[config.mk]
export PLATFORM = sky130hd
export DESIGN_NAME = lpf_ctrl
export DESIGN_NICKNAME = d
export VERILOG_FILES = /design/src/hw/rtl/lpf_pkg.sv /design/src/hw/rtl/lpf_ctrl.sv
export SDC_FILE = /design/constraint.sdc
export NUM_CORES = 1
export LEC_CHECK = 0
export BUFFER_PORTS_ARGS = -buffer_cell sky130_fd_sc_hd__buf_2
export CORE_AREA = 2 2 39 41
export CTS_CLUSTER_DIAMETER = 40
export CTS_CLUSTER_SIZE = 40
export DETAILED_ROUTE_END_ITERATION = 10
export DIE_AREA = 0 0 41 43
export GPL_TIMING_DRIVEN = 1
export HOLD_SLACK_MARGIN = 0.12
export PLACE_DENSITY = 0.66
export SLEW_MARGIN = 0
export SYNTH_ARGS = -nofsm -noshare
export SYNTH_HDL_FRONTEND = slang
export SYNTH_SLANG_ARGS = --single-unit
[constraint.sdc]
create_clock -name clk -period 2.16 [get_ports clk]
set_input_delay 0.54 -clock clk [delete_from_list [all_inputs] [get_ports clk]]
set_output_delay 0.54 -clock clk [all_outputs]
set_load 0.01 [all_outputs]
[src/hw/rtl/lpf_pkg.sv]
// ----------------------------------------------------------------------------
// lpf_pkg
// Shared types and constants of the length-prefixed packet FIFO: request and
// result payloads, opcodes, status codes, and controller/datapath handshake.
// ----------------------------------------------------------------------------
package lpf_pkg;

  localparam int unsigned DEPTH_DEF    = 4096;
  localparam int unsigned BUF_SIZE_RST = 4096;
  localparam int unsigned MIN_RING     = 4;
  localparam int unsigned BYTE_W       = 8;
  localparam int unsigned LEN_W        = 16;
  localparam int unsigned OP_W         = 3;
  localparam int unsigned STS_W        = 2;
  localparam int unsigned CFG_W        = 13;
  localparam int unsigned FILL_W       = 13;
  localparam int unsigned APB_DW       = 32;
  localparam int unsigned APB_AW       = 3;

  // Opcodes
  localparam logic [OP_W-1:0] OP_WR_HDR  = 3'd0;
  localparam logic [OP_W-1:0] OP_WR_DATA = 3'd1;
  localparam logic [OP_W-1:0] OP_READ    = 3'd2;
  localparam logic [OP_W-1:0] OP_PEEK    = 3'd3;
  localparam logic [OP_W-1:0] OP_FLUSH   = 3'd4;

  // Result status codes
  localparam logic [STS_W-1:0] ST_OK       = 2'd0;
  localparam logic [STS_W-1:0] ST_NO_SPACE = 2'd1;
  localparam logic [STS_W-1:0] ST_EMPTY    = 2'd2;
  localparam logic [STS_W-1:0] ST_SEQ      = 2'd3;

  typedef struct packed {
    logic [OP_W-1:0]   opcode;
    logic [LEN_W-1:0]  packet_length;
    logic [BYTE_W-1:0] data_in;
  } lpf_in_t;

  typedef struct packed {
    logic [STS_W-1:0]  status;
    logic [LEN_W-1:0]  length_out;
    logic [BYTE_W-1:0] data_out;
    logic              byte_valid;
    logic              last_byte;
    logic [FILL_W-1:0] fill_level;
  } lpf_out_t;

  // Controller to datapath commands
  typedef struct packed {
    logic             load_item;   // latch the accepted request
    logic             wr_hdr_hi;   // store length high byte
    logic             wr_hdr_lo;   // store length low byte, open or commit
    logic             wr_data;     // store one payload byte
    logic             fetch;       // read memory at cursor, advance cursor
    logic             hdr_hi_cap;  // capture fetched length high byte
    logic             hdr_lo_cap;  // capture fetched length low byte, open read
    logic             pay_step;    // count one payload byte read
    logic             byte_cap;    // capture fetched payload byte as result
    logic             show_len;    // put front packet length on the result
    logic             finish_rd;   // close the read packet (free or rewind)
    logic             clear;       // flush all pointers and counters
    logic             set_status;
    logic [STS_W-1:0] status;
    logic             set_last;
    logic             out_load;    // move result into output register
  } lpf_cmd_t;

  // Datapath to controller status
  typedef struct packed {
    logic [OP_W-1:0] op;
    logic            wr_open;
    logic            rd_open;
    logic            fill_zero;
    logic            space_ok;
    logic            len_zero;
    logic            wr_last;
    logic            rd_left_zero;
  } lpf_sts_t;

endpackage

[src/hw/rtl/lpf_ctrl.sv]
// ----------------------------------------------------------------------------
// lpf_ctrl
// Sequencer of the packet FIFO: accepts a request, steps the datapath through
// its memory accesses, and hands the result to the output register.
// ----------------------------------------------------------------------------
module lpf_ctrl
  import lpf_pkg::*;
(
  input  logic     clk,
  input  logic     rst_n,
  input  logic     in_valid,
  output logic     in_ready,
  output logic     out_valid,
  input  logic     out_ready,
  input  lpf_sts_t sts,
  output lpf_cmd_t cmd
);

  typedef enum logic [2:0] {
    S_IDLE,
    S_DECODE,
    S_HDR_LO,
    S_HDR_RD1,
    S_HDR_RD2,
    S_PAY,
    S_PAY_WAIT,
    S_RESP
  } state_t;

  state_t state_r, state_nxt;
  logic   out_valid_r, out_valid_nxt;

  assign in_ready  = (state_r == S_IDLE);
  assign out_valid = out_valid_r;

  // Commands and next state
  always_comb begin
    cmd       = '0;
    state_nxt = state_r;
    unique case (state_r)
      S_IDLE: begin
        if (in_valid) begin
          cmd.load_item = 1'b1;
          state_nxt     = S_DECODE;
        end
      end
      S_DECODE: begin
        state_nxt = S_RESP;
        unique case (sts.op) inside
          OP_WR_HDR: begin
            if (sts.wr_open) begin
              cmd.set_status = 1'b1;
              cmd.status     = ST_SEQ;
            end else if (!sts.space_ok) begin
              cmd.set_status = 1'b1;
              cmd.status     = ST_NO_SPACE;
            end else begin
              cmd.wr_hdr_hi = 1'b1;
              state_nxt     = S_HDR_LO;
            end
          end
          OP_WR_DATA: begin
            if (!sts.wr_open) begin
              cmd.set_status = 1'b1;
              cmd.status     = ST_SEQ;
            end else begin
              cmd.wr_data  = 1'b1;
              cmd.set_last = sts.wr_last;
            end
          end
          OP_READ, OP_PEEK: begin
            if (!sts.rd_open && sts.fill_zero) begin
              cmd.set_status = 1'b1;
              cmd.status     = ST_EMPTY;
            end else if (!sts.rd_open) begin
              cmd.fetch = 1'b1;
              state_nxt = S_HDR_RD1;
            end else begin
              state_nxt = S_PAY;
            end
          end
          OP_FLUSH: begin
            cmd.clear = 1'b1;
          end
          default: begin
            cmd.set_status = 1'b1;
            cmd.status     = ST_SEQ;
          end
        endcase
      end
      S_HDR_LO: begin
        cmd.wr_hdr_lo = 1'b1;
        cmd.set_last  = sts.len_zero;
        state_nxt     = S_RESP;
      end
      S_HDR_RD1: begin
        cmd.hdr_hi_cap = 1'b1;
        cmd.fetch      = 1'b1;
        state_nxt      = S_HDR_RD2;
      end
      S_HDR_RD2: begin
        cmd.hdr_lo_cap = 1'b1;
        state_nxt      = S_PAY;
      end
      S_PAY: begin
        cmd.show_len = 1'b1;
        if (sts.rd_left_zero) begin
          cmd.set_last  = 1'b1;
          cmd.finish_rd = 1'b1;
          state_nxt     = S_RESP;
        end else begin
          cmd.fetch    = 1'b1;
          cmd.pay_step = 1'b1;
          state_nxt    = S_PAY_WAIT;
        end
      end
      S_PAY_WAIT: begin
        cmd.byte_cap = 1'b1;
        if (sts.rd_left_zero) begin
          cmd.set_last  = 1'b1;
          cmd.finish_rd = 1'b1;
        end
        state_nxt = S_RESP;
      end
      S_RESP: begin
        // hold until the output register is free
        if (!out_valid_r || out_ready) begin
          cmd.out_load = 1'b1;
          state_nxt    = S_IDLE;
        end
      end
      default: begin
        state_nxt = S_IDLE;
      end
    endcase
  end

  // Output valid: set on load, drop when taken
  always_comb begin
    if (cmd.out_load) begin
      out_valid_nxt = 1'b1;
    end else if (out_ready) begin
      out_valid_nxt = 1'b0;
    end else begin
      out_valid_nxt = out_valid_r;
    end
  end

  always_ff @(posedge clk) begin
    if (!rst_n) begin
      state_r     <= S_IDLE;
      out_valid_r <= 1'b0;
    end else begin
      state_r     <= state_nxt;
      out_valid_r <= out_valid_nxt;
    end
  end

`ifndef SYNTH
  a_no_overwrite: assert property (@(posedge clk) disable iff (!rst_n)
    cmd.out_load |-> (!out_valid_r || out_ready))
    else $error("result loaded over an untaken result");

  a_accept_decodes: assert property (@(posedge clk) disable iff (!rst_n)
    (in_valid && in_ready) |=> (state_r == S_DECODE) && !in_ready)
    else $error("accepted request not decoded");

  a_byte_after_fetch: assert property (@(posedge clk) disable iff (!rst_n)
    (state_r == S_PAY_WAIT) |-> $past(cmd.fetch && cmd.pay_step))
    else $error("payload capture without a memory fetch");
`endif

endmodule
Word level (Yosys, flattened, before mapping)
Index checks and enable logic that the tools add are counted. W data, S select, Z words.

Register bits: 4. Input port bits: 14.

Eq/ne operators: 13. Mux-type cells: 45. Reductions and logical operators: 11.

Operator list (count): $mux W3 (10); $mux W1 (29); $pmux W3 S7 (1); $eq A3 B3 Y1 const B (5); $eq A3 B2 Y1 const B (4); $pmux W3 S4 (1); $eq A3 B1 Y1 const B (2); $logic_not A3 Y1 (2); $pmux W1 S3 (2); $pmux W3 S2 (1); $reduce_or A2 Y1 (3); $mux W4 (1); $ne A2 B2 Y1 const B (2); $logic_not A1 Y1 (2); $reduce_and A2 Y1 (1); $reduce_bool A2 Y1 (1); $logic_and A1 B1 Y1 (1); $logic_or A1 B1 Y1 (1).

Depth between registers and ports, before layout
Gate-level depths: netlist (run 1).

Depth after elaboration: 5. Depth in mapped cells: 5.

Least setup slack after synthesis (run 1)
No wires, ideal clock.

Path type: register to output. Start: register state_r[1]. End: output cmd[1] (netlist name). Arrival: 1.470 ns. Slack: 0.150 ns. Stages on the path, launching flop included: 6. Cells stage by stage: dfxtp_1 > buf_2 > or3b_1 > buf_2 > nor4b_4 > a221o_1.

RTL lines: start, declared (line lpf_ctrl.sv:30) `state_t state_r, state_nxt;`; start signal, assigned (line lpf_ctrl.sv:154) `state_r <= state_nxt;`; end, declared (line lpf_ctrl.sv:16) `output lpf_cmd_t cmd`.

==> qor.txt, run 1 <==
Clock power frac = 23.2%
skew final = 3.40 ps
Slew HR = 62.5%
DRC = 0
core area = 1380 um^2
top cell type's share of synthesized area = 17.5%
capturing element type of the critical path = output port
Hold-fix buffers, CTS = 0
Distinct cells, synth = 32
run status = finished clean
area delta synth->final = 50.5%
power per cell area = 596 nW/um^2
Synth warnings = 0
Tcrit/Tclk final = 96.4%
Mapped Cells = 63
Mapped Nets = 77
Post-Route WL = 1.28 mm
sw frac = 39.1%
P_sw = 161 uW
final instance area = 689 um^2
worst vdd ir = 0.000223 V
Non-Filler Instances = 114
gr ovfl total = 0
Pins Over Slew Limit = 0
GRT Total Usage = 17.1%
fmax = 480 MHz
Synth area leader = dfxtp_1
crit path buf inv count = 1
Root Buffer = clkbuf_4
final hold vios = 0
# port buffers = 32
DRT Pass-1 Iters = 1
H-tree Lvls = 1
worst path cell trace = or3b_4 -> nor4b_4 -> a221o_1 -> buf_2
Power Internal = 250 uW
first-pass GRT wire length = 2.11 mm
WS Path Type = flop to output port
dpl cell area = 647 um^2
crit-path max FO = 5
Die Span Y = 43 um
Initial Util = 33.1%
CTS tree = yes
Num CTS Buffers = 3
WP data required = 1620 ps
Die Area = 1760 um^2
gpl congestion = 0.751
pre-CTS setup slack = -1.64 ps
syn_area_per_cell = 7.27 um^2
top cells by area, synth = dfxtp_1, and3b_1, a31oi_1, nor2b_1, nor4b_4
slowest cell delay on critical path = 430 ps
Bufs on Longest Clock Path = 2
Detailed Place HPWL = 948 um
Vias/cell = 5.19
CP max-delay cell = or3b_4
Setup crit start kind = flop
antenna violations before repair = 0
Max Cap Viol = 0
vias in the first global route = 528
post-route setup slack = 78.4 ps
Gate power share = 54.5%
1st-iter DRT viols = 0
WL/cell = 11.2 um
sequential share of the synthesized area = 17.5%
RSZ-0062 raised after global routing = yes
Synth Register Bits = 4
fin nets = 114
# rows = 14
fin crit period = 2080 ps
Routed Antenna Nets = 0
clock latency on the worst-skew pair = 240 ps
vias = 592
cell family contributing the most delay on the critical path = simple AND/OR/NAND/NOR gates
highest-count cells in the layout ignoring fill and taps = buf_2, buf_4, nor2_1
total I/O pin count = 33
antenna fix cells = 0
CTS clk-pin slew, worst paths = 40 ps
Setup-failing EPs final = 0
number of cells after detailed placement = 110
Worst-Margin Slew = 556 ps
most common cell after layout, fill and taps aside = buf_2
pin count of the biggest net entering global routing = 17
hold crit path type = primary input to flop
share of layout cells above drive strength 1 = 49.0%
Mapped Area = 458 um^2
fraction of power consumed by sequential logic = 22.3%
die width = 41 um
Critical Path AT = 1540 ps
Static Leak = 0.000352 uW
# clock sinks = 4
worst register-to-register path, stage by stage, from the launching register on:
cell	delay, ps
dfxtp_1	310
buf_4	180
o41ai_1	570
a211oi_1	110
final timing paths:
path	slack, ps	cells after the start	startpoint	end
max reg2reg	830	3	state_r[1]	state_r[2]
max	80	4	state_r[2]	cmd[1]
min reg2reg	630	2	state_r[0]	state_r[0]
min	540	2	rst_n	out_valid
kinds of logic (layout without fill, tap and decap cells):
kind of cell | count (synthesis) | in the layout | synth area share [%]
AOI/OAI and AO/OA | 16 | 16 | 23.2
xor gates and xnor gates | 1 | 1 | 1.91
buffers and inverters | 7 | 42 | 7.10
DFF | 4 | 4 | 17.5
and+or+nand+nor | 35 | 35 | 50.3
power groups by stage:
stage | clock (uW) | combinational [uW] | sequential (uW)
final | 95.1 | 224 | 91.6
after global routing | 109 | 252 | 92.9
after CTS | 100 | 216 | 90.1
after detailed placement | 0 | 210 | 90.4
after global placement | 0 | 210 | 89.9
after floorplan | 0 | 130 | 94.7
per-layer routing:
layer	vias up	GRT usage [%]	share of wire, %
met3	2	4.71	7.5
met5	-	0	0
met1	256	22.1	45
met4	0	6.00	0.63
li1	308	-	-
met2	26	25.9	47
Yosys cell counts:
cell type	number
and3b_1	3
and3_1	1
a211oi_1	1
a311oi_1	1
or2_2	1
buf_2	2
nor4b_4	1
inv_1	1
a21oi_1	4
nor2b_1	4
nand3b_1	1
o311ai_0	1
nand4bb_1	1
nand2b_1	2
or4b_2	1
xor2_1	1
a31oi_1	4
nor4_1	1
and2_1	1
nor3_1	4
nand2_1	3
nand3_1	3
or3b_1	1
o21ai_0	2
clkbuf_1	3
nor3b_1	2
o31ai_1	1
dfxtp_1	4
nor2_1	5
o41ai_1	1
buf_4	1
a221o_1	1
flip-flops by register name, indices dropped and copies added, names as in the netlist:
name	cells
out_valid	1
state_r	3
what timing repair did:
item | CTS | global route
setup endpoints to repair | 2 | 2
endpoints found under the hold margin | 0 | 0
gates resized for setup | 1 | 4
setup buffers | 0 | 1
pin swaps | 1 | 2
cell type report:
class / count / area, um^2
Fill cell: 138 / 694
Multi-Input combinational cell: 52 / 355
Timing Repair Buffer: 38 / 205
Sequential cell: 4 / 82.6
Clock buffer: 3 / 22.5
Tap cell: 16 / 20.0
Inverter: 1 / 3.75
metrics by stage:
stage	total power (uW)	utilization [%]	hold WS [ps]	setup TNS [ps]
finish	411	49.8	539	0
global route	454	49.8	549	-0.335
CTS	406	48.6	535	0
detailed placement	301	46.7	646	-1.64
global placement	300	46.7	623	0
floorplan	225	-	617	0
No activity file was read; power rests on OpenSTA's default activity.
==> run 2, diff against run 1 <==
PLACE_DENSITY = 0.69   (was 0.66)
==> run 2 against run 1 <==
Die area did not move. Cell area decreased by 1.5%. Final cell count is 0.88% lower. Core utilization down 0.72 points. Critical path type unchanged. Largest power group unchanged.
==> qor.txt, run 2 (synthesized netlist as in run 1, its figures left out) <==
worst vdd ir = 0.000184 V
gpl congestion = 0.715
fin crit period = 2090 ps
met2 wire length = 726 um
clock latency on the worst-skew pair = 240 ps
fmax = 479 MHz
Biggest register = state_r
Pins Over Slew Limit = 0
CTS clk-pin slew, worst paths = 40 ps
vias in the first global route = 541
antenna violations before repair = 0
vias = 610
final hold vios = 0
pin count of the biggest net entering global routing = 17
Worst-Margin Slew = 576 ps
met1 wire length = 572 um
max reg flops = 3
Root Buffer = clkbuf_4
Vias/cell = 5.40
Post-Route WL = 1.40 mm
Worst Hold End = out_valid
skew final = 1.55 ps
share of layout cells above drive strength 1 = 46.4%
total I/O pin count = 33
WL/cell = 12.3 um
top sig layer = met3
Setup-failing EPs final = 0
die width = 41 um
worst reg2reg path startpoint = state_r[2]
Critical Path AT = 1550 ps
hold path start = rst_n
power per cell area = 595 nW/um^2
gr ovfl total = 0
H-tree Lvls = 1
core area = 1380 um^2
WS Path Type = flop to output port
# clock sinks = 4
hold_ws = 546 ps
Worst R2R Setup Slack = 830 ps
# port buffers = 32
capturing element type of the critical path = output port
# rows = 14
Initial Util = 33.1%
crit-path max FO = 6
WP data required = 1620 ps
CTS tree = yes
Die Area = 1760 um^2
area delta synth->final = 48.4%
number of cells after detailed placement = 110
DRT Pass-1 Iters = 2
first-pass GRT wire length = 2.12 mm
fin nets = 113
Setup crit start kind = flop
Detailed Place HPWL = 1.05 mm
most common cell after layout, fill and taps aside = buf_2
highest-count cells in the layout ignoring fill and taps = buf_2, nor2_1, buf_4
DRC = 0
antenna fix cells = 0
GRT Total Usage = 17.1%
Worst Reg-to-Reg Cells = 3
Tcrit/Tclk final = 96.6%
Worst R2R End = state_r[2]
Routed Antenna Nets = 0
Static Leak = 0.000347 uW
Die Span Y = 43 um
worst hold path depth = 2
met3 wirelength from detailed routing = 95 um
Num CTS Buffers = 3
1st-iter DRT viols = 7
Bufs on Longest Clock Path = 2
hold crit path type = primary input to flop
run status = finished clean
Slew HR = 61.1%
Non-Filler Instances = 113
Max Cap Viol = 0
RSZ-0062 raised after global routing = no
==> run 2: cell count changes in the layout (fill, tap and decap cells not counted), sizes merged <==
cell,change
buf,-1
==> run 2: layout make-up <==
class	count	area, um^2
repair buffers	37	198
multi-input cells	52	355
fillers	147	704
flip-flops and latches	4	80.1
inverters	1	3.75
well taps	16	20.0
clock buffers	3	22.5
==> run 2: where the power goes <==
part	total [uW]	switching (uW)	leakage, uW	internal [uW]
Sequential	90.1	5.23	0.0000330	84.9
Combinational	220	123	0.000300	96.7
Clock	94.6	32.4	0.0000138	62.3
Total	404	160	0.000347	244
==> run 2: metrics by stage <==
step	setup slack (ps)	util, %	total power, uW	setup TNS [ps]	instance area [um^2]
global route	0.727	49.1	438	0	679
finish	73.1	49.1	404	0	679
CTS	6.75	48.6	408	0	672
detailed placement	-7.36	46.7	304	-7.36	647
global placement	-12.3	46.7	298	-12.3	647
floorplan	150	-	225	0	458
==> run 2: worst max-delay path, stage by stage, from the launching register on <==
cell and delay (ps):
dfxtp_1 310, or3b_4 440, nor4b_4 280, a221o_1 170, buf_2 120
==> run 2: what timing repair did <==
action | 4_1_cts | 5_1_grt
buffers inserted | 0 | 0
endpoints found under the setup margin | 2 | 1
pin swaps | 1 | 0
hold buffers | 0 | 0
resized for setup | 1 | 2
==> run 2: worst max path at each step <==
| stage | slack, ps | start | depth (start not counted) | end |
|---|---|---|---|---|
| final | 70 | state_r[2] | 4 | cmd[1] |
| after global routing | 0.7 | state_r[2] | 4 | cmd[1] |
| after CTS | 7 | sts[9] | 4 | cmd[12] |
| after detailed placement | -7 | sts[9] | 4 | cmd[12] |
| after global placement | -10 | sts[9] | 4 | cmd[12] |
| after floorplan | 150 | state_r[1] | 5 | cmd[1] |
==> run 2: metal layers <==
layer | GRT usage (%) | vias up
met4 | 10.0 | 0
met3 | 1.57 | 0
li1 | - | 308
met2 | 27.8 | 24
met1 | 20.4 | 278
met5 | 0 | -
